==> src/ral_pkg.sv <==
// Shared definitions for the resource archive locator: parse phases, verdict codes,
// the archive signature, lead-byte classes and the parse state and result structs.
// No dependencies; every other file in src imports this package.
package ral_pkg;

    localparam int POSITION_BITS_DEFAULT = 24;

    // Configuration port layout.
    localparam int CFG_INDEX_BITS = 2;
    localparam int CFG_DATA_BITS  = 16;
    localparam logic [CFG_INDEX_BITS-1:0] CFG_TARGET_TYPE     = 2'd0;
    localparam logic [CFG_INDEX_BITS-1:0] CFG_TARGET_RESOURCE = 2'd1;

    // Result field widths, fixed by the interface.
    localparam int OFFSET_BITS = 24;
    localparam int LENGTH_BITS = 23;

    typedef enum logic [9:0] {
        PH_SIG0    = 10'b00_0000_0001,
        PH_SIG1    = 10'b00_0000_0010,
        PH_SIG2    = 10'b00_0000_0100,
        PH_SIG3    = 10'b00_0000_1000,
        PH_LEAD    = 10'b00_0001_0000,
        PH_RID_LO  = 10'b00_0010_0000,
        PH_RES_MID = 10'b00_0100_0000,
        PH_RES_LO  = 10'b00_1000_0000,
        PH_PAYLOAD = 10'b01_0000_0000,
        PH_DONE    = 10'b10_0000_0000
    } phase_t;

    typedef enum logic [1:0] {
        V_FOUND  = 2'd0,
        V_ABSENT = 2'd1,
        V_BAD    = 2'd2
    } verdict_t;

    localparam logic [7:0] SIGNATURE [4] = '{8'h00, 8'h45, 8'h52, 8'h4D};

    // Lead byte classes, taken from the top two bits of the lead.
    localparam logic [1:0] LEAD_TYPE     = 2'b00;
    localparam logic [1:0] LEAD_DELTA    = 2'b01;
    localparam logic [1:0] LEAD_PAYLOAD  = 2'b10;
    localparam logic [1:0] LEAD_RESERVED = 2'b11;

    localparam logic [16:0] RESOURCE_MAX = 17'h0FFFF;

    typedef struct packed {
        phase_t      phase;
        logic [8:0]  type_id;
        logic [16:0] resource_id;
        logic [21:0] length_partial;
        logic [22:0] payload_remaining;
        logic        match_pending;
    } parse_state_t;

    localparam parse_state_t PARSE_RESET = '{
        phase:             PH_SIG0,
        type_id:           9'd1,
        resource_id:       17'd1,
        length_partial:    22'd0,
        payload_remaining: 23'd0,
        match_pending:     1'b0
    };

    typedef struct packed {
        logic                   valid;
        verdict_t               verdict;
        logic [OFFSET_BITS-1:0] offset;
        logic [LENGTH_BITS-1:0] length;
    } result_t;

endpackage

==> src/ral_step.sv <==
// One parse step of the resource archive locator: next parse state, next byte position
// and the optional verdict for a single archive byte. Purely combinational.
// Depends on ral_pkg.
module ral_step #(
    parameter int POSITION_BITS = ral_pkg::POSITION_BITS_DEFAULT
) (
    input  ral_pkg::parse_state_t     cur,
    input  logic [POSITION_BITS-1:0]  pos,
    input  logic [7:0]                data_byte,
    input  logic                      end_of_archive,
    input  logic [7:0]                target_type,
    input  logic [15:0]               target_resource,
    output ral_pkg::parse_state_t     nxt,
    output logic [POSITION_BITS-1:0]  pos_next,
    output ral_pkg::result_t          res
);
    import ral_pkg::*;

    localparam int OFF_EXT_W = (POSITION_BITS > OFFSET_BITS) ? POSITION_BITS : OFFSET_BITS;

    logic [8:0]               type_sum;
    logic [16:0]              rid_sum;
    logic [22:0]              rem_dec;
    logic [22:0]              len_found;
    logic [POSITION_BITS-1:0] pos_inc;
    logic [POSITION_BITS-1:0] off_full;
    logic [OFF_EXT_W-1:0]     off_ext;
    logic                     have;
    logic                     found;
    verdict_t                 verdict;

    assign type_sum  = 9'(cur.type_id + 9'(data_byte));
    assign rid_sum   = 17'(cur.resource_id + 17'({cur.length_partial[5:0], data_byte}) + 17'd1);
    assign rem_dec   = cur.payload_remaining - 23'd1;
    assign len_found = 23'(cur.length_partial) + 23'd1;
    assign pos_inc   = pos + POSITION_BITS'(1);
    assign off_full  = pos_inc - POSITION_BITS'(len_found);
    assign off_ext   = OFF_EXT_W'(off_full);

    always_comb
    begin
        nxt     = cur;
        have    = 1'b0;
        found   = 1'b0;
        verdict = V_ABSENT;
        unique case (cur.phase)
            PH_SIG0, PH_SIG1, PH_SIG2:
            begin
                if (data_byte != SIGNATURE[cur.phase == PH_SIG0 ? 0 :
                                           (cur.phase == PH_SIG1 ? 1 : 2)])
                begin
                    have    = 1'b1;
                    verdict = V_BAD;
                end
                else
                begin
                    nxt.phase = (cur.phase == PH_SIG0) ? PH_SIG1 :
                                ((cur.phase == PH_SIG1) ? PH_SIG2 : PH_SIG3);
                    if (end_of_archive)
                    begin
                        have    = 1'b1;
                        verdict = V_BAD;
                    end
                end
            end
            PH_SIG3:
            begin
                if (data_byte != SIGNATURE[3])
                begin
                    have    = 1'b1;
                    verdict = V_BAD;
                end
                else
                begin
                    nxt.phase = PH_LEAD;
                    if (end_of_archive)
                    begin
                        have    = 1'b1;
                        verdict = V_ABSENT;
                    end
                end
            end
            PH_LEAD:
            begin
                if (data_byte == 8'h00)
                begin
                    have    = 1'b1;
                    verdict = V_ABSENT;
                end
                else
                begin
                    case (data_byte[7:6])
                        LEAD_TYPE:
                        begin
                            nxt.type_id     = type_sum;
                            nxt.resource_id = 17'd1;
                            if (type_sum > {1'b0, target_type})
                            begin
                                have    = 1'b1;
                                verdict = V_BAD;
                            end
                            else if (end_of_archive)
                            begin
                                have    = 1'b1;
                                verdict = V_ABSENT;
                            end
                        end
                        LEAD_DELTA:
                        begin
                            nxt.length_partial = {16'd0, data_byte[5:0]};
                            nxt.phase          = PH_RID_LO;
                            if (end_of_archive)
                            begin
                                have    = 1'b1;
                                verdict = V_BAD;
                            end
                        end
                        LEAD_PAYLOAD:
                        begin
                            nxt.length_partial = {16'd0, data_byte[5:0]};
                            nxt.phase          = PH_RES_MID;
                            if (end_of_archive)
                            begin
                                have    = 1'b1;
                                verdict = V_BAD;
                            end
                        end
                        default:
                        begin
                            // Reserved lead class.
                            have    = 1'b1;
                            verdict = V_BAD;
                        end
                    endcase
                end
            end
            PH_RID_LO:
            begin
                nxt.resource_id = rid_sum;
                nxt.phase       = PH_LEAD;
                if (rid_sum > RESOURCE_MAX)
                begin
                    have    = 1'b1;
                    verdict = V_BAD;
                end
                else if (end_of_archive)
                begin
                    have    = 1'b1;
                    verdict = V_ABSENT;
                end
            end
            PH_RES_MID:
            begin
                nxt.length_partial = {8'd0, cur.length_partial[5:0], data_byte};
                nxt.phase          = PH_RES_LO;
                if (end_of_archive)
                begin
                    have    = 1'b1;
                    verdict = V_BAD;
                end
            end
            PH_RES_LO:
            begin
                nxt.length_partial    = {cur.length_partial[13:0], data_byte};
                nxt.payload_remaining = 23'({cur.length_partial[13:0], data_byte}) + 23'd1;
                nxt.match_pending     = (cur.type_id == {1'b0, target_type}) &&
                                        (cur.resource_id == {1'b0, target_resource});
                nxt.phase             = PH_PAYLOAD;
                if (end_of_archive)
                begin
                    have    = 1'b1;
                    verdict = V_BAD;
                end
            end
            PH_PAYLOAD:
            begin
                nxt.payload_remaining = rem_dec;
                if (rem_dec == 23'd0)
                begin
                    if (cur.match_pending)
                    begin
                        have    = 1'b1;
                        found   = 1'b1;
                        verdict = V_FOUND;
                    end
                    else
                    begin
                        nxt.phase = PH_LEAD;
                        if (end_of_archive)
                        begin
                            have    = 1'b1;
                            verdict = V_ABSENT;
                        end
                    end
                end
                else if (end_of_archive)
                begin
                    have    = 1'b1;
                    verdict = V_BAD;
                end
            end
            default:
            begin
                // A verdict was already given: bytes pass until the archive ends.
            end
        endcase

        if (have)
        begin
            nxt.phase = PH_DONE;
        end
        if (end_of_archive)
        begin
            nxt = PARSE_RESET;
        end
    end

    assign pos_next    = end_of_archive ? '0 : pos_inc;
    assign res.valid   = have;
    assign res.verdict = verdict;
    assign res.offset  = found ? off_ext[OFFSET_BITS-1:0] : '0;
    assign res.length  = found ? len_found : '0;

endmodule

==> src/resource_archive_locator_unit.sv <==
// Top level of the resource archive locator: parse state, configuration registers,
// byte position counter, result register and checks.
// Depends on ral_pkg and ral_step.

// The locator takes one archive byte per beat and gives at most one verdict beat
// per archive: found (with payload offset and length), absent, or malformed. Each
// byte is parsed by a single pass of small adders and comparators on the registered
// parse state, so a byte is accepted in every cycle but for the stall below, and a
// verdict appears on the result port in the cycle after the byte that decides it. The
// only thing that holds the input back is a verdict that sits in the result register
// while the result side stalls; bytes that give no verdict never wait on the result
// side otherwise. The user must write target_type and target_resource through the
// configuration port only while no archive is in flight (the block does not enforce
// this); they are kept across archives; an end_of_archive byte resets all parse state.
module resource_archive_locator_unit #(
    parameter int POSITION_BITS = ral_pkg::POSITION_BITS_DEFAULT
) (
    input  logic                                clk,
    input  logic                                rst_n,
    // Configuration write port.
    input  logic                                cfg_write,
    input  logic [ral_pkg::CFG_INDEX_BITS-1:0]  cfg_index,
    input  logic [ral_pkg::CFG_DATA_BITS-1:0]   cfg_data,
    // Archive byte channel.
    input  logic                                in_valid,
    output logic                                in_stall,
    input  logic [7:0]                          data_byte,
    input  logic                                end_of_archive,
    // Verdict channel.
    output logic                                out_valid,
    input  logic                                out_stall,
    output logic [1:0]                          verdict,
    output logic [ral_pkg::OFFSET_BITS-1:0]     payload_offset,
    output logic [ral_pkg::LENGTH_BITS-1:0]     payload_length
);
    import ral_pkg::*;

    parse_state_t             state_reg;
    parse_state_t             state_next;
    logic [POSITION_BITS-1:0] pos_reg;
    logic [POSITION_BITS-1:0] pos_next;
    logic [7:0]               target_type_reg;
    logic [15:0]              target_resource_reg;
    result_t                  step_res;
    logic                     out_valid_reg;
    verdict_t                 verdict_reg;
    logic [OFFSET_BITS-1:0]   offset_reg;
    logic [LENGTH_BITS-1:0]   length_reg;
    logic                     in_beat;
    logic                     out_beat;
    logic                     load_result;

    // The input waits only while a verdict is held by a stalled result side.
    assign in_stall    = out_valid_reg && out_stall;
    assign in_beat     = in_valid && !in_stall;
    assign out_beat    = out_valid_reg && !out_stall;
    assign load_result = in_beat && step_res.valid;

    ral_step #(
        .POSITION_BITS (POSITION_BITS)
    ) u_step (
        .cur             (state_reg),
        .pos             (pos_reg),
        .data_byte       (data_byte),
        .end_of_archive  (end_of_archive),
        .target_type     (target_type_reg),
        .target_resource (target_resource_reg),
        .nxt             (state_next),
        .pos_next        (pos_next),
        .res             (step_res)
    );

    // Configuration registers.
    always_ff @(posedge clk or negedge rst_n)
    begin
        if (!rst_n)
        begin
            target_type_reg     <= 8'd1;
            target_resource_reg <= 16'd1;
        end
        else if (cfg_write)
        begin
            unique case (cfg_index)
                CFG_TARGET_TYPE:     target_type_reg     <= cfg_data[7:0];
                CFG_TARGET_RESOURCE: target_resource_reg <= cfg_data;
                default:
                begin
                    // Writes to unused indexes are dropped.
                end
            endcase
        end
    end

    // Parse state and byte position advance on every accepted byte.
    always_ff @(posedge clk or negedge rst_n)
    begin
        if (!rst_n)
        begin
            state_reg <= PARSE_RESET;
            pos_reg   <= '0;
        end
        else if (in_beat)
        begin
            state_reg <= state_next;
            pos_reg   <= pos_next;
        end
    end

    // Result register: filled by a deciding byte, emptied when the beat is taken.
    always_ff @(posedge clk or negedge rst_n)
    begin
        if (!rst_n)
        begin
            out_valid_reg <= 1'b0;
        end
        else if (load_result)
        begin
            out_valid_reg <= 1'b1;
        end
        else if (out_beat)
        begin
            out_valid_reg <= 1'b0;
        end
    end

    always_ff @(posedge clk)
    begin
        if (load_result)
        begin
            verdict_reg <= step_res.verdict;
            offset_reg  <= step_res.offset;
            length_reg  <= step_res.length;
        end
    end

    assign out_valid      = out_valid_reg;
    assign verdict        = verdict_reg;
    assign payload_offset = offset_reg;
    assign payload_length = length_reg;

    // The input is held back only by a waiting verdict.
    a_stall_only_when_full: assert property (@(posedge clk) disable iff (!rst_n)
        in_stall |-> out_valid)
        else $error("input stalled with an empty result register");

    // The byte that ends an archive returns the parser to the first signature byte.
    a_end_clears_state: assert property (@(posedge clk) disable iff (!rst_n)
        (in_beat && end_of_archive) |=> (state_reg.phase == PH_SIG0) && (pos_reg == '0))
        else $error("parse state not cleared after end of archive");

    // A verdict closes the archive: the parser waits for the end or has restarted.
    a_verdict_closes: assert property (@(posedge clk) disable iff (!rst_n)
        load_result |=> (state_reg.phase == PH_DONE) || (state_reg.phase == PH_SIG0))
        else $error("parser still active after a verdict");

    // A found verdict always reports a payload of at least one byte.
    a_found_has_length: assert property (@(posedge clk) disable iff (!rst_n)
        (load_result && step_res.verdict == V_FOUND) |=> (out_valid && length_reg != '0))
        else $error("found verdict with zero payload length");

endmodule
==> config.mk <==
export PLATFORM = sky130hd
export DESIGN_NAME = resource_archive_locator_unit
export DESIGN_NICKNAME = d
export VERILOG_FILES = /design/src/ral_pkg.sv /design/src/ral_step.sv /design/src/resource_archive_locator_unit.sv
export SDC_FILE = /design/constraint.sdc
export NUM_CORES = 1
export LEC_CHECK = 0
export BUFFER_PORTS_ARGS = -buffer_cell sky130_fd_sc_hd__buf_4
export CAP_MARGIN = 20
export CORE_ASPECT_RATIO = 0.75
export CORE_MARGIN = 5
export CORE_UTILIZATION = 40
export CTS_BUF_LIST = sky130_fd_sc_hd__clkbuf_8
export CTS_CLUSTER_DIAMETER = 200
export DETAILED_ROUTE_END_ITERATION = 6
export GPL_TIMING_DRIVEN = 0
export HOLD_SLACK_MARGIN = 0.1
export PLACE_DENSITY = 0.64
export REMOVE_ABC_BUFFERS = 1
export SYNTH_ARGS = -nofsm -noshare
export SYNTH_HDL_FRONTEND = slang
export SYNTH_SLANG_ARGS = --single-unit
==> constraint.sdc <==
create_clock -name clk -period 6.3 [get_ports clk]
set_input_delay 1.26 -clock clk [delete_from_list [all_inputs] [get_ports clk]]
set_output_delay 1.26 -clock clk [all_outputs]
set_load 0.01 [all_outputs]
==> Word-level counts from Yosys, hierarchy flattened <==
Index checks and enable logic that the tools add are counted.
{ "classes": {"n_reduce_logical": 30, "n_eq_ne": 26, "bitwise": 1, "mux": 49, "addsub": 8, "order_cmp": 3} }
{ "ops": {"columns": ["op", "count"], "rows": [
  ["two-way mux 82 bit", 1],
  ["case mux 10 bit (7 select lines)", 1],
  ["case mux 22 bit (3 select lines)", 1],
  ["two-way mux 10 bit", 6],
  ["two-way mux 58 bit", 1],
  ["adder 22 x 1 -> 23 bit, second input constant", 2],
  ["case mux 23 bit (2 select lines)", 1],
  ["case mux 17 bit (2 select lines)", 1],
  ["greater-or-equal comparator 32 x 3 -> 1 bit, second input constant", 1],
  ["two-way mux 32 bit", 1],
  ["NOT 32 bit", 1],
  ["two-way mux 26 bit", 1],
  ["adder 24 x 1 -> 24 bit, second input constant", 1],
  ["two-way mux 24 bit", 1],
  ["subtractor 24 x 23 -> 24 bit", 1],
  ["logical NOT 23 bit", 1],
  ["subtractor 23 x 1 -> 23 bit, second input constant", 1],
  ["two-way mux 22 bit", 1],
  ["case mux 10 bit (2 select lines)", 1],
  ["adder 17 x 1 -> 17 bit, second input constant", 1],
  ["adder 17 x 14 -> 17 bit", 1],
  ["== test 17 x 16 -> 1 bit", 1],
  ["> comparator 17 x 16 -> 1 bit, second input constant", 1],
  ["binary-select mux 8 bit (select 2 bit)", 1],
  ["other kinds (43)", 87]
]} }
{ "word_totals": {"word_cells": 130, "reg_bits": 180, "out_inout_bits": 51, "input_bits": 32} }

==> Logic depth before layout (Yosys ltp) <==
{ "depth": {"depth_word": 12, "mapped_depth": 18, "depth_no_buf": 17} }

==> Modules after synthesis <==
From an unflattened synthesis, not the netlist that was laid out.
{ "unflattened": {"hier_cells": 1394, "hier_area_um2": 13165.1} }
{ "modules_own_cells": {"columns": ["mod", "area_per_inst_um2", "seq_area_each_um2", "n_inst", "cells_each"], "rows": [
  ["ral_step", 6799.0, 0.0, 1, 1065],
  ["resource_archive_locator_unit", 6366.1, 4755.8, 1, 329]
]} }

==> Worst setup path after synthesis <==
OpenSTA, ideal clock, no wires.
{ "synth_timing": {"path_kind": "input port to flip-flop", "startpoint": "input data_byte[1]", "endpoint": "register length_reg[0], in the netlist payload_length[0] (enable)", "setup_time_ps": 403, "arrival_ps": 4871, "path_stages": 16, "path_slack_ps": 1025, "n_path_buf": 0, "required_time_ps": 5897, "path_cell_list": "ha_1 > a21o_1 > a21oi_1 > o21bai_1 > a21oi_1 > o21bai_1 > a21oi_1 > xnor2_1 > ha_1 > nand3_1 > o21ai_0 > a21oi_1 > a311o_1 > and4b_1 > a21o_1 > inv_1"} }
{ "synth_between": {"elab_chain_len": 7, "elab_cells_between_ends": 16, "classes_between": "add/sub: 3; order compare: 2; eq/ne: 2; mux: 7; reduce/logical: 2"} }
{ "synth_lines": {"columns": ["item", "line_no", "source"], "rows": [
  ["start, declared", "resource_archive_locator_unit.sv:27", "input logic [7:0] data_byte,"],
  ["branches (longest 5 deep; another with adder 17 x 14 -> 17 bit)", null, null],
  ["case mux 1 bit (6 select lines) (*)", "ral_step.sv:46", "unique case (cur.phase)"],
  ["logical AND 1 bit (*)", "resource_archive_locator_unit.sv:57", "assign load_result = in_beat && step_res.valid;"],
  ["named net load_result", "resource_archive_locator_unit.sv:51", "logic load_result;"],
  ["end signal, assigned", "resource_archive_locator_unit.sv:132", "length_reg <= step_res.length;"],
  ["end, declared", "resource_archive_locator_unit.sv:48", "logic [LENGTH_BITS-1:0] length_reg;"]
]} }
Mark *: on every way through the listed nets, which the timed path passes.
A chain may end at the register's enable or synchronous reset.

==> Worst setup path after layout <==
{ "layout_timing": {"startpoint": "register state_reg[24] in the netlist's numbering", "endpoint": "register offset_reg[23], in the netlist payload_offset[23] (data pin)"} }
{ "layout_between": {"elab_chain_len": 2} }
{ "layout_lines": {"columns": ["item", "line_no", "source"], "rows": [
  ["start, declared", "resource_archive_locator_unit.sv:38", "parse_state_t state_reg;"],
  ["start signal, assigned", "resource_archive_locator_unit.sv:104", "state_reg <= state_next;"],
  ["adder 22 x 1 -> 23 bit", "ral_step.sv:35", "assign len_found = 23'(cur.length_partial) + 23'd1;"],
  ["subtractor 24 x 23 -> 24 bit", "ral_step.sv:37", "assign off_full = pos_inc - POSITION_BITS'(len_found);"],
  ["end signal, assigned", "resource_archive_locator_unit.sv:131", "offset_reg <= step_res.offset;"],
  ["end, declared", "resource_archive_locator_unit.sv:47", "logic [OFFSET_BITS-1:0] offset_reg;"]
]} }
Every way passes these cells.

==> metrics.txt <==
Synth Register Bits=180; sw power=1.52 mW; commonest non-fill, non-tap cell in the layout=nand2_1; wire length per cell=17.2 um; Synth Area in XOR/XNOR=0.0953; routed wire length=30.7 mm; worst setup path startpoint=state_reg[24]; clock network fraction of total power=0.205; Final period util=0.823; DP Worst Slack=0.864 ns; initial antenna violation count=0; clock-pin slew on the worst setup and hold paths=0.10 ns; die area=33200 um^2; CTS tree=yes; worst skew pair latency=0.49 ns; post-synthesis compound-gate area fraction=0.160; initial cell density of the core=0.407; DRT Pass-1 Iters=5; CP delay by family, top=compound AO/OA/AOI/OAI gates; Buf/Inv on CP=0; vias in the first global route=9390; Fmax=0.193 GHz; slowest stage cell, crit path=dfrtp_1; First DRT Iteration DRCs=776; die height=159 um; status=finished clean; area delta synth->final=11.7%; worst hold path class=reg2reg; CP Class=reg2reg; RSZ-0062 raised after global routing=false; CP Capture Type=flip-flop; max-slew violation count=0; CTS buffer count=17; slowest stage delay, CP=0.67 ns; Ys Warns=0; Worst Clk Skew=0.0212 ns; Layout Cell Area excl Fill=13200 um^2; antenna cell count=0; PwrDens=300 nW/um^2; worst vdd ir=0.000155 V; hold-fix buffers at CTS=0; internal power=2.45 mW; GRT overflow=0; post-synthesis simple-gate area fraction=0.209; switch share=0.382; mux share of post-synthesis cell area=0.0247; Crit Path Max Fanout=8; final net count=1474; R2R Path Start=state_reg[24]; synth unique cells=77; synthesized instance count=1327; port bufs=82; Final Hold Viols=0; Worst EP arrival=5.39 ns; Final Critical Period=5.18 ns; most frequent cells in the layout=nand2_1, nor2_1, dfrtp_1; root buf cell=clkbuf_8; final setup margin=1.12 ns; placed cell area=12800 um^2; Post-Synth Adder-Cell Area=0.0737; Comb power frac=0.389; Leak=5.68 nW; sequential power share=0.406; share of cells above drive strength 1=0.120; number of synthesized flops with an enable pin=49; first-pass GRT wire length=50.2 mm; vias=9927; sequential share of the synthesized area=0.402; GPL Wtd Cong=0.873; I/O pin count=83; Hold Startpoint=state_reg[63]; average cell area after synthesis=8.93 um^2; Detail Route Antenna Nets=0; Syn Std Cell Area=11800 um^2; largest net degree at the start of global routing=72; largest buffer count on any clock path=2; TritonCTS Sinks=180; Critical Path Source Type=flip-flop; residual DRC count=0; Least-Margin Pin Slew=1.20 ns; DP HPWL=22.0 mm; max FFs per register=82; # H-tree levels=4; vias per inst=5.58; Critical Path RT=6.51 ns; Core Region=29100 um^2; worst-path cell chain=nand3_1 -> nor4_1 -> nand3_1 -> nor2_1 -> nand3_1 -> xor2_1 -> ha_1 -> a21o_1 -> a21o_1 -> a21oi_1 -> o311ai_0 -> a311oi_1 -> o31ai_1 -> xnor2_1 -> nor2_1; GRT Total Usage=0.183; most used cell, CP=nand3_1; Async S/R FF share, synth=0.728; main combinational cell family by area after synthesis=simple AND/OR/NAND/NOR gates; die width=209 um; Slew Limit Headroom=0.193; Main synth FF type=dfrtp_1; Rows=54; post-cts gate resize count=0; # Post-CTS Setup Buffers=0; Max Cap Viol=0; # setup viols final=0
-- Yosys cell counts, types with 4 or more instances --
cell,instances,area share
nor3_1,40,0.017
and2_1,10,0.0053
o21bai_1,5,0.0032
a21o_1,10,0.0063
mux2i_1,9,0.0076
xor2_1,62,0.046
a211oi_1,8,0.0051
dfrtp_1,126,0.27
ha_1,65,0.069
nand4b_1,4,0.0030
a32o_1,6,0.0051
nor4_1,16,0.0085
nand3_1,48,0.020
mux2_2,18,0.017
clkbuf_1,50,0.016
o21a_1,10,0.0063
nor2_1,132,0.042
xnor2_1,65,0.048
a21oi_1,58,0.025
nor2b_1,8,0.0042
or3_1,15,0.0079
nand2b_1,14,0.0074
nand4_1,18,0.0095
o22ai_1,4,0.0021
o31ai_1,13,0.0082
buf_1,8,0.0025
or2_2,5,0.0026
nor3b_1,6,0.0038
a31oi_1,6,0.0032
nand2_1,167,0.053
and3_1,9,0.0048
edfxtp_1,49,0.12
a22o_1,19,0.014
inv_1,47,0.015
o21ai_1,4,0.0017
o211ai_1,4,0.0025
dfstp_2,5,0.011
o21ai_0,119,0.050
-- final cells by class --
cell class | count | area [um^2]
fill | 2804 | 15900
multi-input combinational | 1039 | 6680
sequential | 180 | 4760
timing repair buffer | 89 | 736
tap | 392 | 490
clock buffer | 17 | 234
inverter | 47 | 176
clock inverter | 15 | 153
-- routing by layer --
| metal | vias up | track usage | part of all wire | wire (um) |
|---|---|---|---|---|
| met5 | - | 0 | 0 | 0 |
| met4 | 0 | 0.0457 | 0.014 | 425 |
| met3 | 29 | 0.0290 | 0.051 | 1570 |
| met2 | 274 | 0.275 | 0.44 | 13500 |
| met1 | 4790 | 0.276 | 0.50 | 15200 |
| li1 | 4834 | - | - | - |
-- power by group through the flow --
stage / sequential [mW] / clock (mW) / combinational [mW]
2_1_floorplan: 1.64 / 0 / 1.00
3_3_place_gp: 1.63 / 0 / 1.47
3_5_place_dp: 1.63 / 0 / 1.53
4_1_cts: 1.61 / 0.840 / 1.54
5_1_grt: 1.64 / 0.886 / 1.72
6_report: 1.61 / 0.816 / 1.55
-- kinds of logic (layout without fill, tap and decap cells) --
group | count (synthesis) | after routing
AND/OR/NAND/NOR | 514 | 514
AO/OA/AOI/OAI | 302 | 302
flip-flops | 180 | 180
XOR/XNOR | 128 | 128
buffers and inverters | 108 | 168
adder cells (fa/ha/maj) | 68 | 68
multiplexers | 27 | 27
-- worst paths after layout --
path | to | slack (ns) | cells past startpoint
min | state_reg[63] | 0.51 | 2
max | payload_offset[23] | 1.12 | 15
min in group asynchronous | pos_reg[20] | 0.77 | 1
max in group asynchronous | target_resource_reg[0] | 4.76 | 2
max reg2reg | payload_offset[23] | 1.12 | 15
min reg2reg | state_reg[63] | 0.51 | 2
-- stage by stage --
| step | hold slack (ns) | total power, mW | cells | setup TNS (ns) | util |
|---|---|---|---|---|---|
| finish | 0.507 | 3.97 | 1779 | 0 | 0.454 |
| global placement | 0.490 | 3.11 | 1740 | -0.726 | 0.436 |
| global route | 0.536 | 4.24 | 1779 | 0 | 0.454 |
| floorplan | 0.473 | 2.65 | 1266 | 0 | - |
| CTS | 0.510 | 3.99 | 1778 | 0 | 0.454 |
| detailed placement | 0.496 | 3.17 | 1746 | 0 | 0.441 |
-- tightest hold or removal path, delay by kind of cell, from the launching register on --
| kind | cells | cell delay (ns) |
|---|---|---|
| AO/OA/AOI/OAI | 1 | 0.07 |
| flip-flops | 1 | 0.39 |
| buffers and inverters | 1 | 0.05 |
(Power assumes the default switching activity.)
